--- src/rtl/jitl_pkg.sv ---
// ----------------------------------------------------------------------------
// jitl_pkg
// Shared types, constants and per-joint limit tables of the joint impedance
// torque limiter.
// ----------------------------------------------------------------------------
package jitl_pkg;

	localparam int ROM_JOINTS = 7;
	localparam int CFG_IDX_W  = 3;
	localparam int CFG_DATA_W = 17;
	localparam int MUL_W      = 27;
	localparam int PROD_W     = 2 * MUL_W;
	localparam int ACC_W      = 40;

	localparam logic [CFG_IDX_W-1:0] CFG_KP    = 3'd0;
	localparam logic [CFG_IDX_W-1:0] CFG_KD    = 3'd1;
	localparam logic [CFG_IDX_W-1:0] CFG_ALPHA = 3'd2;
	localparam logic [CFG_IDX_W-1:0] CFG_STEP  = 3'd3;
	localparam logic [CFG_IDX_W-1:0] CFG_RATE  = 3'd4;

	localparam logic [15:0] KP_RESET    = 16'd25600;
	localparam logic [15:0] KD_RESET    = 16'd2560;
	localparam logic [16:0] ALPHA_RESET = 17'd64881;
	localparam logic [12:0] STEP_RESET  = 13'd8;
	localparam logic [15:0] RATE_RESET  = 16'd128;

	localparam logic [16:0] ALPHA_ONE   = 17'd65536;
	localparam logic [32:0] DIV_BIAS    = 33'd500;
	// ceil(2^35 / 1000), exact for dividends below 2^25
	localparam logic [25:0] RECIP_1000  = 26'd34359739;
	localparam int          RECIP_SHIFT = 35;
	localparam logic signed [16:0] MAXD_SAT = 17'sd65535;
	localparam logic signed [14:0] TAU_MAX  = 15'sd11136;

	typedef enum logic [3:0] {
		S_IDLE,
		S_SLEW,
		S_FV1,
		S_FV2,
		S_FVR,
		S_TK,
		S_TD,
		S_RT,
		S_RM,
		S_RQ,
		S_DONE
	} state_t;

	function automatic logic signed [15:0] pos_hi(input logic [2:0] j);
		logic signed [15:0] v;
		unique case (j)
			3'd0: v = 16'sd11867;
			3'd1: v = 16'sd7220;
			3'd2: v = 16'sd11867;
			3'd3: v = -16'sd286;
			3'd4: v = 16'sd11867;
			3'd5: v = 16'sd15370;
			3'd6: v = 16'sd11867;
			default: v = '0;
		endcase
		return v;
	endfunction

	function automatic logic signed [15:0] pos_lo(input logic [2:0] j);
		logic signed [15:0] v;
		unique case (j)
			3'd0: v = -16'sd11867;
			3'd1: v = -16'sd7220;
			3'd2: v = -16'sd11867;
			3'd3: v = -16'sd12582;
			3'd4: v = -16'sd11867;
			3'd5: v = -16'sd72;
			3'd6: v = -16'sd11867;
			default: v = '0;
		endcase
		return v;
	endfunction

	function automatic logic signed [14:0] tau_lim(input logic [2:0] j);
		logic signed [14:0] v;
		unique case (j)
			3'd0, 3'd1, 3'd2, 3'd4: v = TAU_MAX;
			3'd3, 3'd5, 3'd6: v = 15'sd1536;
			default: v = '0;
		endcase
		return v;
	endfunction

endpackage

--- src/rtl/jitl_if.sv ---
// ----------------------------------------------------------------------------
// jitl_if
// Valid/ready channels of the joint impedance torque limiter: control tick
// words in, torque command words out.
// ----------------------------------------------------------------------------
interface jitl_cmd_if;
	logic valid;
	logic ready;
	logic [2:0] joint_index;
	logic signed [15:0] target_position;
	logic signed [15:0] measured_position;
	logic signed [15:0] measured_velocity;
	logic [15:0] period_us;

	modport source (
		output valid, joint_index, target_position, measured_position,
		measured_velocity, period_us,
		input ready
	);
	modport sink (
		input valid, joint_index, target_position, measured_position,
		measured_velocity, period_us,
		output ready
	);
endinterface

interface jitl_rsp_if;
	logic valid;
	logic ready;
	logic [2:0] joint_out;
	logic signed [14:0] torque;

	modport source (output valid, joint_out, torque, input ready);
	modport sink (input valid, joint_out, torque, output ready);
endinterface

--- src/rtl/jitl_mul.sv ---
// ----------------------------------------------------------------------------
// jitl_mul
// Shared signed multiplier with a registered product.
// ----------------------------------------------------------------------------
module jitl_mul (
	input  logic clk,
	input  logic signed [jitl_pkg::MUL_W-1:0] a,
	input  logic signed [jitl_pkg::MUL_W-1:0] b,
	output logic signed [jitl_pkg::PROD_W-1:0] p
);

	logic signed [jitl_pkg::PROD_W-1:0] p_q;

	always_ff @(posedge clk) begin
		p_q <= a * b;
	end

	assign p = p_q;

endmodule

--- src/rtl/joint_impedance_torque_limiter_unit.sv ---
// ----------------------------------------------------------------------------
// joint_impedance_torque_limiter_unit
// Per-joint target clamp and slew, velocity low-pass, PD torque, torque
// saturation and rate limit, all on one shared multiplier.
// The sequencer accepts no new input word until the last result has been loaded
// into the output register; an in-range joint makes six passes through the single
// multiplier, and a stalled output holds the sequencer.
// Reset: config registers return to defaults, every joint marked not started.
// ----------------------------------------------------------------------------
module joint_impedance_torque_limiter_unit #(
	parameter int NUM_JOINTS = 7
) (
	input  logic clk,
	input  logic arst_n,
	input  logic cfg_write,
	input  logic [jitl_pkg::CFG_IDX_W-1:0] cfg_index,
	input  logic [jitl_pkg::CFG_DATA_W-1:0] cfg_data,
	jitl_cmd_if.sink cmd,
	jitl_rsp_if.source rsp
);

	localparam int NSTORE = (NUM_JOINTS < jitl_pkg::ROM_JOINTS) ? NUM_JOINTS
		: jitl_pkg::ROM_JOINTS;
	localparam int IDXW = (NSTORE > 1) ? $clog2(NSTORE) : 1;

	jitl_pkg::state_t state_q, state_d;

	logic [15:0] kp_q, kd_q, rate_q;
	logic [16:0] alpha_q;
	logic [12:0] step_q;

	logic [2:0] joint_q;
	logic signed [15:0] target_q, meas_q, vel_q;
	logic [15:0] period_q;
	logic ok_q;
	logic signed [15:0] tgt_q, des_q, vf_old_q, vf_new_q;
	logic signed [14:0] last_q, t_q, tq_q;
	logic signed [jitl_pkg::ACC_W-1:0] acc_q;
	logic [24:0] x_q;
	logic sat_q;

	logic signed [15:0] des_mem_q [NSTORE];
	logic signed [15:0] vf_mem_q [NSTORE];
	logic signed [14:0] last_mem_q [NSTORE];
	logic [NSTORE-1:0] started_q;

	logic rsp_valid_q;
	logic [2:0] rsp_joint_q;
	logic signed [14:0] rsp_torque_q;

	logic signed [jitl_pkg::MUL_W-1:0] mul_a, mul_b;
	logic signed [jitl_pkg::PROD_W-1:0] prod;

	logic [IDXW-1:0] idx;
	logic jok, st_c, slot_free;
	logic signed [15:0] lo_c, hi_c, tgt_c, slew_c;
	logic signed [16:0] diff_c, step_c, e_c;
	logic [16:0] a_eff, om_c;
	logic signed [jitl_pkg::ACC_W-1:0] fsum_c, frnd_c, tsum_c, trnd_c;
	logic signed [24:0] tfull_c;
	logic signed [14:0] lim_c, tclamp_c;
	logic [32:0] x_c;
	logic [15:0] q_c;
	logic signed [17:0] maxd_c, d_c, tf_c;

	jitl_mul u_mul (
		.clk (clk),
		.a   (mul_a),
		.b   (mul_b),
		.p   (prod)
	);

	assign idx = joint_q[IDXW-1:0];
	assign jok = joint_q < 3'(NSTORE);
	assign st_c = jok && started_q[idx];
	assign slot_free = !rsp_valid_q || rsp.ready;

	// clamp and slew
	assign lo_c = jitl_pkg::pos_lo(joint_q);
	assign hi_c = jitl_pkg::pos_hi(joint_q);
	assign tgt_c = (target_q < lo_c) ? lo_c : ((target_q > hi_c) ? hi_c : target_q);
	assign diff_c = 17'(tgt_q) - 17'(des_q);
	assign step_c = signed'({4'b0, step_q});
	always_comb begin
		if (diff_c > step_c) begin
			slew_c = 16'(17'(des_q) + step_c);
		end else if (diff_c < -step_c) begin
			slew_c = 16'(17'(des_q) - step_c);
		end else begin
			slew_c = tgt_q;
		end
	end

	// filter and impedance law
	assign a_eff = (alpha_q > jitl_pkg::ALPHA_ONE) ? jitl_pkg::ALPHA_ONE : alpha_q;
	assign om_c = jitl_pkg::ALPHA_ONE - a_eff;
	assign e_c = 17'(des_q) - 17'(meas_q);
	assign fsum_c = acc_q + prod[jitl_pkg::ACC_W-1:0];
	assign frnd_c = fsum_c + 40'sd32768;
	assign tsum_c = acc_q - signed'({prod[jitl_pkg::ACC_W-5:0], 4'b0});
	assign trnd_c = tsum_c + 40'sd16384;
	assign tfull_c = trnd_c[39:15];
	assign lim_c = jitl_pkg::tau_lim(joint_q);
	always_comb begin
		if (tfull_c > 25'(lim_c)) begin
			tclamp_c = lim_c;
		end else if (tfull_c < -25'(lim_c)) begin
			tclamp_c = -lim_c;
		end else begin
			tclamp_c = tfull_c[14:0];
		end
	end

	// rate limit
	assign x_c = {1'b0, prod[31:0]} + jitl_pkg::DIV_BIAS;
	assign q_c = prod[jitl_pkg::RECIP_SHIFT+15:jitl_pkg::RECIP_SHIFT];
	assign maxd_c = sat_q ? 18'(jitl_pkg::MAXD_SAT) : signed'({2'b0, q_c});
	assign d_c = 18'(t_q) - 18'(last_q);
	always_comb begin
		if (d_c > maxd_c) begin
			tf_c = 18'(last_q) + maxd_c;
		end else if (d_c < -maxd_c) begin
			tf_c = 18'(last_q) - maxd_c;
		end else begin
			tf_c = 18'(t_q);
		end
	end

	always_comb begin
		state_d = state_q;
		unique case (state_q)
			jitl_pkg::S_IDLE: if (cmd.valid) state_d = jitl_pkg::S_SLEW;
			jitl_pkg::S_SLEW: state_d = jok ? jitl_pkg::S_FV1 : jitl_pkg::S_DONE;
			jitl_pkg::S_FV1: state_d = jitl_pkg::S_FV2;
			jitl_pkg::S_FV2: state_d = jitl_pkg::S_FVR;
			jitl_pkg::S_FVR: state_d = jitl_pkg::S_TK;
			jitl_pkg::S_TK: state_d = jitl_pkg::S_TD;
			jitl_pkg::S_TD: state_d = jitl_pkg::S_RT;
			jitl_pkg::S_RT: state_d = jitl_pkg::S_RM;
			jitl_pkg::S_RM: state_d = jitl_pkg::S_RQ;
			jitl_pkg::S_RQ: state_d = jitl_pkg::S_DONE;
			jitl_pkg::S_DONE: if (slot_free) state_d = jitl_pkg::S_IDLE;
			default: state_d = jitl_pkg::S_IDLE;
		endcase
	end

	always_comb begin
		cmd.ready = 1'b0;
		mul_a = '0;
		mul_b = '0;
		unique case (state_q)
			jitl_pkg::S_IDLE: cmd.ready = 1'b1;
			jitl_pkg::S_FV1: begin
				mul_a = signed'({10'b0, om_c});
				mul_b = 27'(vf_old_q);
			end
			jitl_pkg::S_FV2: begin
				mul_a = signed'({10'b0, a_eff});
				mul_b = 27'(vel_q);
			end
			jitl_pkg::S_FVR: begin
				mul_a = signed'({11'b0, kp_q});
				mul_b = 27'(e_c);
			end
			jitl_pkg::S_TK: begin
				mul_a = signed'({11'b0, kd_q});
				mul_b = 27'(vf_new_q);
			end
			jitl_pkg::S_TD: begin
				mul_a = signed'({11'b0, rate_q});
				mul_b = signed'({11'b0, period_q});
			end
			jitl_pkg::S_RM: begin
				mul_a = signed'({2'b0, x_q});
				mul_b = signed'({1'b0, jitl_pkg::RECIP_1000});
			end
			default: ;
		endcase
	end

	always_ff @(posedge clk or negedge arst_n) begin
		if (!arst_n) begin
			state_q <= jitl_pkg::S_IDLE;
			started_q <= '0;
			rsp_valid_q <= 1'b0;
			kp_q <= jitl_pkg::KP_RESET;
			kd_q <= jitl_pkg::KD_RESET;
			alpha_q <= jitl_pkg::ALPHA_RESET;
			step_q <= jitl_pkg::STEP_RESET;
			rate_q <= jitl_pkg::RATE_RESET;
		end else begin
			state_q <= state_d;
			if (cfg_write) begin
				unique case (cfg_index)
					jitl_pkg::CFG_KP: kp_q <= cfg_data[15:0];
					jitl_pkg::CFG_KD: kd_q <= cfg_data[15:0];
					jitl_pkg::CFG_ALPHA: alpha_q <= cfg_data;
					jitl_pkg::CFG_STEP: step_q <= cfg_data[12:0];
					jitl_pkg::CFG_RATE: rate_q <= cfg_data[15:0];
					default: ;
				endcase
			end
			if (state_q == jitl_pkg::S_RQ && ok_q) begin
				started_q[idx] <= 1'b1;
			end
			if (state_q == jitl_pkg::S_DONE && slot_free) begin
				rsp_valid_q <= 1'b1;
			end else if (rsp.ready) begin
				rsp_valid_q <= 1'b0;
			end
		end
	end

	always_ff @(posedge clk) begin
		unique case (state_q)
			jitl_pkg::S_IDLE: begin
				joint_q <= cmd.joint_index;
				target_q <= cmd.target_position;
				meas_q <= cmd.measured_position;
				vel_q <= cmd.measured_velocity;
				period_q <= cmd.period_us;
			end
			jitl_pkg::S_SLEW: begin
				ok_q <= jok;
				tgt_q <= tgt_c;
				des_q <= st_c ? des_mem_q[idx] : meas_q;
				vf_old_q <= st_c ? vf_mem_q[idx] : '0;
				last_q <= st_c ? last_mem_q[idx] : '0;
				tq_q <= '0;
			end
			jitl_pkg::S_FV1: des_q <= slew_c;
			jitl_pkg::S_FV2: acc_q <= prod[jitl_pkg::ACC_W-1:0];
			jitl_pkg::S_FVR: vf_new_q <= frnd_c[31:16];
			jitl_pkg::S_TK: acc_q <= signed'({prod[jitl_pkg::ACC_W-3:0], 2'b0});
			jitl_pkg::S_TD: t_q <= tclamp_c;
			jitl_pkg::S_RT: begin
				sat_q <= |x_c[32:25];
				x_q <= x_c[24:0];
			end
			jitl_pkg::S_RQ: begin
				tq_q <= tf_c[14:0];
				if (ok_q) begin
					des_mem_q[idx] <= des_q;
					vf_mem_q[idx] <= vf_new_q;
					last_mem_q[idx] <= tf_c[14:0];
				end
			end
			jitl_pkg::S_DONE: begin
				if (slot_free) begin
					rsp_joint_q <= joint_q;
					rsp_torque_q <= tq_q;
				end
			end
			default: ;
		endcase
	end

	assign rsp.valid = rsp_valid_q;
	assign rsp.joint_out = rsp_joint_q;
	assign rsp.torque = rsp_torque_q;

	a_rsp_from_done: assert property (@(posedge clk) disable iff (!arst_n)
		(state_q == jitl_pkg::S_DONE && slot_free) |=>
			(rsp_valid_q && state_q == jitl_pkg::S_IDLE))
		else $error("result word not presented after done");

	a_rise_only_from_done: assert property (@(posedge clk) disable iff (!arst_n)
		$rose(rsp_valid_q) |-> ($past(state_q) == jitl_pkg::S_DONE))
		else $error("result word appeared outside done");

	a_torque_bound: assert property (@(posedge clk) disable iff (!arst_n)
		rsp_valid_q |-> (rsp_torque_q <= jitl_pkg::TAU_MAX &&
			rsp_torque_q >= -jitl_pkg::TAU_MAX))
		else $error("torque beyond limit");

	a_started_sticky: assert property (@(posedge clk) disable iff (!arst_n)
		1'b1 |=> (($past(started_q) & ~started_q) == '0))
		else $error("joint start flag cleared");

	a_bad_joint_zero: assert property (@(posedge clk) disable iff (!arst_n)
		(state_q == jitl_pkg::S_DONE && !ok_q) |-> (tq_q == '0))
		else $error("out of range joint gave nonzero torque");

endmodule
--- src/flat_wrapper.sv ---
// flat-port wrapper written by rule: the top's interface ports become plain ports
module joint_impedance_torque_limiter_unit_flat 
#(
	parameter int NUM_JOINTS = 7
)
  (clk, arst_n, cfg_write, cfg_index, cfg_data, cmd_valid, cmd_joint_index, cmd_target_position, cmd_measured_position, cmd_measured_velocity, cmd_period_us, cmd_ready, rsp_valid, rsp_joint_out, rsp_torque, rsp_ready);
  jitl_cmd_if cmd_i ();
  jitl_rsp_if rsp_i ();
  input  logic clk;
  input  logic arst_n;
  input  logic cfg_write;
  input  logic [jitl_pkg::CFG_IDX_W-1:0] cfg_index;
  input  logic [jitl_pkg::CFG_DATA_W-1:0] cfg_data;
  input wire logic [$bits(cmd_i.valid)-1:0] cmd_valid;
  input wire logic [$bits(cmd_i.joint_index)-1:0] cmd_joint_index;
  input wire logic [$bits(cmd_i.target_position)-1:0] cmd_target_position;
  input wire logic [$bits(cmd_i.measured_position)-1:0] cmd_measured_position;
  input wire logic [$bits(cmd_i.measured_velocity)-1:0] cmd_measured_velocity;
  input wire logic [$bits(cmd_i.period_us)-1:0] cmd_period_us;
  output wire logic [$bits(cmd_i.ready)-1:0] cmd_ready;
  output wire logic [$bits(rsp_i.valid)-1:0] rsp_valid;
  output wire logic [$bits(rsp_i.joint_out)-1:0] rsp_joint_out;
  output wire logic [$bits(rsp_i.torque)-1:0] rsp_torque;
  input wire logic [$bits(rsp_i.ready)-1:0] rsp_ready;
  assign cmd_i.valid = cmd_valid;
  assign cmd_i.joint_index = cmd_joint_index;
  assign cmd_i.target_position = cmd_target_position;
  assign cmd_i.measured_position = cmd_measured_position;
  assign cmd_i.measured_velocity = cmd_measured_velocity;
  assign cmd_i.period_us = cmd_period_us;
  assign cmd_ready = cmd_i.ready;
  assign rsp_valid = rsp_i.valid;
  assign rsp_joint_out = rsp_i.joint_out;
  assign rsp_torque = rsp_i.torque;
  assign rsp_i.ready = rsp_ready;
  joint_impedance_torque_limiter_unit #(.NUM_JOINTS(NUM_JOINTS)) u_core (.clk(clk), .arst_n(arst_n), .cfg_write(cfg_write), .cfg_index(cfg_index), .cfg_data(cfg_data), .cmd(cmd_i), .rsp(rsp_i));
endmodule
--- config.mk ---
export PLATFORM = sky130hd
export DESIGN_NAME = joint_impedance_torque_limiter_unit_flat
export DESIGN_NICKNAME = d
export VERILOG_FILES = /design/src/rtl/jitl_pkg.sv /design/src/rtl/jitl_if.sv /design/src/rtl/jitl_mul.sv /design/src/rtl/joint_impedance_torque_limiter_unit.sv /design/src/flat_wrapper.sv
export SDC_FILE = /design/constraint.sdc
export NUM_CORES = 2
export LEC_CHECK = 0
export ABC_CLOCK_PERIOD_IN_PS = 23100
export BUFFER_PORTS_ARGS = -buffer_cell sky130_fd_sc_hd__buf_4
export CAP_MARGIN = 20
export CORE_AREA = 2 2 326 392
export CTS_CLUSTER_SIZE = 10
export DETAILED_ROUTE_END_ITERATION = 7
export DIE_AREA = 0 0 328 394
export PLACE_DENSITY = 0.65
export SLEW_MARGIN = 30
export SYNTH_ARGS = -nofsm -noshare
export SYNTH_HDL_FRONTEND = slang
export SYNTH_SLANG_ARGS = --single-unit
export TNS_END_PERCENT = 10
--- constraint.sdc ---
create_clock -name clk -period 23.1 [get_ports clk]
set_clock_uncertainty 0.15 [all_clocks]
set_input_delay 4.62 -clock clk [delete_from_list [all_inputs] [get_ports clk]]
set_output_delay 4.62 -clock clk [all_outputs]
set_load 0.1 [all_outputs]
==> results.ini <==
[floorplan]
die_x_um=328
die_h_um=394
initial_core_util=0.495
row_count=143
die_area_mm2=0.129
io_pins=112
core_region_area_mm2=0.126

[finish]
fin_area_mm2=0.0684
final_cells=7767
final_common_cell=inv_1
area_growth_pct=9.89
drive_above_1_share=0.0914
nets=7278
layout_common_cells=956 x inv_1, 657 x fa_1, 590 x edfxtp_1
fillers=10983

[timing]
tightestPinTransition_ns=1.08
rsz0062_at_grt=no
fin_setup_tns_ns=0
finalWorstSetupSlack_ns=11.09
period_minus_slack_ns=12.01
fmaxAchievable_mhz=83.3
final_max_slew_viol_count=0
relSlewSlack=0.277
setup_violations=0
hold_viol=0
period_share=0.520

[worst_setup_path]
cp-start-kind=register
required_ns=23.54
cp_common_cell=fa_1
critPathBufInv=5
path_delay_family=adder cells
slowest_delay_ns=0.87
crit_arrival_ns=12.45
cp_slowest_cell=fa_1
critical_path_class=register to register
end_kind=register
cp_max_fo=27

[drt]
wire_per_inst_um=24.9
drc_errors=0
ant_nets=0
drtIter0Drc=4001
drt-total-wl_um=193000
firstDrtPassIters=6
vias_per_cell=5.79
vias=44997

[clocking]
cts_resized=0
htreeDepth=3
cts_buffers=88
cts_sinks=734
tritoncts=built
cts_root_buffer=clkbuf_16
clk_latency_ns=0.68
holdBufCountCts=0
clock_path_buffers=3
cts_setup_buffers=0
clk_pin_slew_ns=0.06

[global_routing]
grt_pass1_wl_um=292000
track_usage=0.303
grt_max_degree=89
grt_overflow=0
first_global_vias=46659
antenna_found_initial=12

[flow_run]
cap_violations=0

[placement]
routabilityCongestion=0.976
dpl_cell_area_mm2=0.0657
pre_cts_ws_ns=11.24
port_buffers=111
hpwlAfterDp_um=152000
dp.cells=7608

[worst_hold_path]
hp-class=register to register

[synthesis]
synth.distinct_cells=103
syn_inst=5829
async_reset_ff_frac=0.123
ys_ff_latch=734
synth_area_mm2=0.0623
synth_flop_cell=edfxtp_1
ys_warn_count=0
synth-edff-count=590
ys_seq_area_frac=0.338
syn_area_per_cell_um2=10.7

[status]
status=finished, final reports clean

registers in the layout, summed over array words and instances (netlist names), 16 cells and up, named ones only:
register	flops
u_core.u_mul.p	51
u_core.rate_q	16
u_core.period_q	16
u_core.des_mem_q	112
u_core.target_q	16
u_core.vel_q	16
u_core.kd_q	16
u_core.vf_new_q	16
u_core.tgt_q	16
u_core.x_q	25
u_core.des_q	16
u_core.vf_old_q	16
u_core.last_mem_q	105
u_core.meas_q	16
u_core.vf_mem_q	112
u_core.alpha_q	17
u_core.acc_q	40
u_core.kp_q	16
worst paths after layout:
kind                                               startpoint                         endpoint  slack [ns]  cells past startpoint
max in group asynchronous                              arst_n   u_core.alpha_q[14]$_DFFE_PN1P_       17.82                      2
worst max register to register      u_core.des_q[1]$_DFFE_PP_       u_core.u_mul.p[50]$_DFF_P_       11.09                     36
worst min register to register  u_core.tq_q[14]$_SDFFCE_PN0P_  u_core.rsp.torque[14]$_DFFE_PP_        0.27                      0
worst min-delay path            u_core.tq_q[14]$_SDFFCE_PN0P_  u_core.rsp.torque[14]$_DFFE_PP_        0.27                      0
min in group asynchronous                              arst_n     u_core.step_q[9]$_DFFE_PN0P_        3.90                      1
worst max-delay path                u_core.des_q[1]$_DFFE_PP_       u_core.u_mul.p[50]$_DFF_P_       11.09                     36
logic make-up after synthesis:
group | share of synthesized area
xor gates and xnor gates | 0.0257
and+or+nand+nor | 0.101
buffers and inverters | 0.0698
other | 0.000121
adders and majority gates | 0.311
AOI/OAI and AO/OA | 0.112
DFF | 0.338
muxes | 0.0415
stage by stage:
step | utilization | hold WS, ns
CTS | 0.544 | 0.267
detailed placement | 0.522 | 0.255
finish | 0.544 | 0.270
floorplan | - | 0.250
global route | 0.544 | 0.270
global placement | 0.522 | 0.253
metal layers:
metal  global-route usage  part of all wire  vias up
li1                     -                 -    20163
met1                0.381              0.40    22896
met2                0.517              0.49     1558
met3               0.0378             0.062      372
met4                0.147             0.054        8
met5                    0           0.00027        -
worst reg2reg max path: cells and delay by family, from the launching register on:
family / cells / cell delay, ns
xor+xnor: 1 / 0.13
compound gates: 13 / 3.37
buf+inv: 5 / 0.60
flops: 1 / 0.56
simple gates: 8 / 2.33
fa+ha+maj: 9 / 4.77
area by class of cell:
type                    count  area, um^2  share of cell area
multi-input cells        4042       37400               0.546
flip-flops and latches    734       21100               0.308
inverters                 958        3600              0.0526
clock buffers             140        2480              0.0362
well taps                1667        2090              0.0305
repair buffers            208        1560              0.0228
clock inverters            14         233             0.00340
diodes                      4        10.0            0.000146
cells in the mapped netlist (17+ instances only):
cell	instances	area, um^2
and2_1	59	369
a31oi_1	33	206
edfxtp_1	590	17700
mux2_2	94	1060
buf_2	18	90.1
buf_1	27	101
nand2b_1	50	313
a221oi_1	27	236
a21oi_1	250	1250
xnor2_1	146	1280
o21ai_1	20	100
and3_1	25	156
mux4_2	22	495
fa_1	657	13200
dfxtp_1	54	1080
nor2b_1	53	332
dfstp_2	18	473
o21a_1	50	375
nand3_1	63	315
xor2_1	37	324
clkbuf_1	132	495
o211ai_1	29	218
nor3_1	89	445
inv_1	957	3590
a211oi_1	31	233
a22oi_1	80	601
ha_1	497	6220
or3_1	24	150
or2_2	29	181
nand2_1	449	1690
o21ai_0	194	971
o21bai_1	27	203
mux2i_1	103	1030
nor4_1	17	106
nand4_1	39	244
nor2_1	404	1520
a21o_1	87	653
dfrtp_1	72	1800
Power is not shown: default switching activity piles up to over one toggle a cycle in this logic, so the estimate is an artifact.
